### config.mk
export PLATFORM = sky130hd
export DESIGN_NAME = lcmt_eval_unit
export DESIGN_NICKNAME = d
export VERILOG_FILES = /design/src/sv/lcmt_pkg.sv /design/src/sv/lcmt_eval_unit.sv
export SDC_FILE = /design/constraint.sdc
export NUM_CORES = 1
export LEC_CHECK = 0
export BUFFER_PORTS_ARGS = -buffer_cell sky130_fd_sc_hd__buf_2
export CAP_MARGIN = 40
export CORE_MARGIN = 2
export CORE_UTILIZATION = 40
export DETAILED_ROUTE_END_ITERATION = 8
export GPL_TIMING_DRIVEN = 0
export MAX_ROUTING_LAYER = met4
export SYNTH_ARGS = -nofsm -noshare
export SYNTH_HDL_FRONTEND = slang
export SYNTH_SLANG_ARGS = --single-unit
### constraint.sdc
create_clock -name clock -period 7.5 [get_ports clock]
set_input_delay 0.75 -clock clock [delete_from_list [all_inputs] [get_ports clock]]
set_output_delay 0.75 -clock clock [all_outputs]
set_load 0.05 [all_outputs]
### src/sv/lcmt_pkg.sv
// ---------------------------------------------------------------------------
// lcmt_pkg
// Shared constants and types for the maximum line tree core: field widths,
// request codes, default geometry and the node store command bundle.
// ---------------------------------------------------------------------------
package lcmt_pkg;

   localparam int SPAN_HALF_DEF  = 1024;
   localparam int TREE_NODES_DEF = 8192;

   localparam int COEF_W = 32;              // slope and intercept width
   localparam int LINE_W = 2 * COEF_W;      // packed line: slope high, intercept low
   localparam int OPND_W = COEF_W + 1;      // difference of two coefficients
   localparam int XIN_W  = 12;              // query coordinate width
   localparam int OUT_W  = 43;              // result value width

   localparam logic REQ_ADD   = 1'b0;
   localparam logic REQ_QUERY = 1'b1;

   typedef struct packed {
      logic rd_en;
      logic wr_line;
      logic wr_valid;
      logic valid_bit;
   } store_cmd_type;

endpackage

### src/sv/lcmt_eval_unit.sv
// ---------------------------------------------------------------------------
// lcmt_eval_unit
// Shared line evaluator: k * x + c in two registered stages, multiply then
// add. A new evaluation can be issued every cycle; its sum comes out of the
// second stage register.
// ---------------------------------------------------------------------------
module lcmt_eval_unit
   import lcmt_pkg::*;
#(
   parameter int XW = 12
) (
   input  logic                       clock,
   input  logic signed [OPND_W-1:0]   op_k,
   input  logic signed [OPND_W-1:0]   op_c,
   input  logic signed [XW-1:0]       op_x,
   output logic signed [OPND_W+XW:0]  sum
);

   localparam int PW = OPND_W + XW;

   logic signed [PW-1:0]     prod_ff;
   logic signed [OPND_W-1:0] addend_ff;
   logic signed [PW:0]       sum_ff;

   always_ff @(posedge clock) begin
      prod_ff   <= op_k * op_x;
      addend_ff <= op_c;
      sum_ff    <= (PW+1)'(prod_ff) + (PW+1)'(addend_ff);
   end

   assign sum = sum_ff;

endmodule

==> impl_metrics.toml <==
[placed_design]
dpl.hpwl_um = 41400
port_buffers = 124
placed_cells = 2791
gp_congestion = 0.979

[yosys]
synth_fa_ha_area_share_pct = 47.8
synth.avg_cell_area_sq_um = 8.82
ys_seq_area_share_pct = 13.6
synthTopCellsByCount = "436 x inv_1, 349 x fa_1, 327 x nand2_1"
ys_types = 56
synth.area.mux_share_pct = 0
yosys_warnings = 0
ys_ff_latch = 124
synth_xor_area_share_pct = 4.04
synth_top_family_by_area = "adder cells"
ys.flop_type = "dfxtp_1"
synth_top_area_cell = "fa_1"
ys_top_cells_by_area = "fa_1 38%, dfxtp_1 14%, ha_1 9.5%"
yosysTopAreaCellShare_pct = 38.3
netlist_area_sq_um = 18200
synthCells = 2066
async_reset_ff_share_pct = 0
syn-num-nets = 2632
synth-simple-area-share_pct = 14.4
synth_edf_count = 0
synth_most_common_cell = "inv_1"
synth_compound_area_share_pct = 9.40

[critical_path]
cp_max_fo = 10
crit_type = "in -> reg"
cp.arrival_ns = 7.54
required_ns = 7.82
cp_slowest_cell = "nor2_1"
crit_path_max_incr_delay_ns = 0.58
worstSetupEndpointType = "flip-flop"
cp_cell_sequence = "buf_2 -> inv_1 -> clkbuf_1 -> buf_1 -> nor2_1 -> fa_1 -> fa_1 -> fa_1 -> fa_1 -> inv_1 -> fa_1 -> inv_1 -> ha_1 -> clkbuf_1 -> nand2_1 -> a21oi_1 -> o211ai_1 -> a21oi_1 -> nor3_1 -> nor2_1 -> a21boi_0 -> a31oi_1 -> xnor2_1"
start_kind = "input pin"
crit_top_cell = "fa_1"

[job]
maxCapViolCount = 0

[route]
avgRoutedWirePerCell_um = 17.3
drcViolationCount = 0
routed_wl_um = 49000
via_per_inst = 5.03
route.vias.total = 14200
drt-initial-drc-count = 1045
firstDrtPassIters = 5
ant_nets = 0

[global_routing]
grt_max_degree = 17
grt_usage_pct = 22.7
grt_pass1_vias = 15200
antenna_found_initial = 2
grt_overflow = 0
grt_pass1_wl_um = 81200

[sta]
final-max-slew-violation-count = 0
fmax_mhz = 138
setup_viol = 0
fin_worst_skew_ns = 0.00930
fin_tns_setup_ns = 0
rsz0062_at_grt = "false"
tightest_slew_ns = 0.727
finalCritPeriodShare_pct = 96.3
finalCriticalPeriod_ns = 7.22
relSlewSlack_pct = 51.4
finalHoldViolCount = 0

[cts]
cts_root_buffer = "clkbuf_16"
clock_latency_ns = 0.44
clock_path_buffers = 2
htreeDepth = 4
cts_hold_buf = 0
numCtsBuffers = 17
cts.clk_slew.worst_paths_ns = 0.06
cts.sinks = 124
cts_setup_buffers = 0
cts_tree = "done"
cts.repair.resized = 0

[floorplan]
io_pins = 125
core_sq_um = 45200
die-area_sq_um = 47300
initial_utilization_pct = 40.3
placementRows = 78
fp.dieH_um = 217
die_w_um = 217

[finish]
drive_gt1_share_pct = 7.60
syn_to_final_growth_pct = 11.0
num-nets-final = 2776
final_cells = 2825

[hold_path]
hold_class = "in -> reg"

[run_status]
status = "finished clean"
per-layer routing:
layer	track usage (%)	share of wire [%]	vias to the layer above
met3	3.53	6.6	62
met2	35.8	46	489
li1	-	-	6582
met1	30.6	45	7072
met4	5.94	2.2	0
met5	-	0	-
logic make-up after synthesis:
kind of cell,Yosys count
xor gates and xnor gates,84
DFF,124
adders and majority gates,487
AOI/OAI and AO/OA,268
buffers and inverters,518
and+or+nand+nor,585
final timing paths:
path	from	slack, ns	cells after the start	end
worst max-delay path	op_x[11]	0.28	23	prod_ff[44]$_DFF_P_
worst min-delay path	op_c[11]	0.41	1	addend_ff[11]$_DFF_P_
worst max register to register	prod_ff[0]$_DFF_P_	4.10	12	sum[42]$_DFF_P_
worst min register to register	addend_ff[0]$_DFF_P_	0.45	1	sum[0]$_DFF_P_
per-stage QoR:
step / setup WS, ns / cell area, sq um / hold WS [ns] / util (%)
after floorplan: 1.62 / 18200 / 0.420 / -
after global placement: 0.0601 / 19600 / 0.425 / 43.4
after detailed placement: -0.00951 / 19600 / 0.439 / 43.4
after CTS: 0.444 / 20200 / 0.377 / 44.8
after global routing: 0.123 / 20200 / 0.390 / 44.8
final: 0.276 / 20200 / 0.411 / 44.8
final cells by class:
| cell class | instances | area, sq um |
|---|---|---|
| diodes | 2 | 5.00 |
| flip-flops and latches | 124 | 2480 |
| fillers | 4484 | 25000 |
| well taps | 600 | 751 |
| multi-input cells | 1424 | 13800 |
| plain buffers | 82 | 314 |
| inverters | 436 | 1640 |
| clock inverters | 13 | 178 |
| repair buffers | 125 | 632 |
| clock buffers | 19 | 443 |
state kept, by name, summed over array words and instances, names as in the netlist:
signal / cells
sum: 46
prod_ff: 45
addend_ff: 33
cells in the final DEF, fill, tap and decap left out, types with 3 or more instances in the layout:
master     netlist  routed
and2_1          99      99
nor2b_1         11      11
a211oi_1         3       3
o21ai_1          6       6
nand2_1        327     327
a21boi_0         3       3
nand2b_1        15      15
a221oi_1         3       3
a21oi_1         97      97
o21a_1           4       4
bufinv_16        0       3
xnor2_1         62      62
a31oi_1         12      12
inv_6            0       6
dfxtp_1        124     124
a41oi_1          3       3
o21ai_0         43      43
nand4_1         11      11
clkbuf_1        78      79
clkbuf_16        0      17
nor3_1           9       9
ha_1           138     138
a21o_1          40      40
buf_2            2     126
xor2_1          22      22
nand3_1         16      16
a21oi_2          3       3
fa_1           349     349
and3_1          11      11
a211o_1          5       5
o21bai_1        14      14
nor2_1          77      77
o211ai_1         9       9
inv_1          436     436
critical path, delay by kind of cell:
| family | cells | cell delay [ns] |
|---|---|---|
| compound gates | 5 | 1.16 |
| buf+inv | 7 | 1.68 |
| fa+ha+maj | 6 | 2.71 |
| simple gates | 4 | 1.00 |
| xor+xnor | 1 | 0.23 |
Power is left out: the tool's default activity adds up to more than one toggle a clock period on the data nets, which glitch-free logic cannot reach.
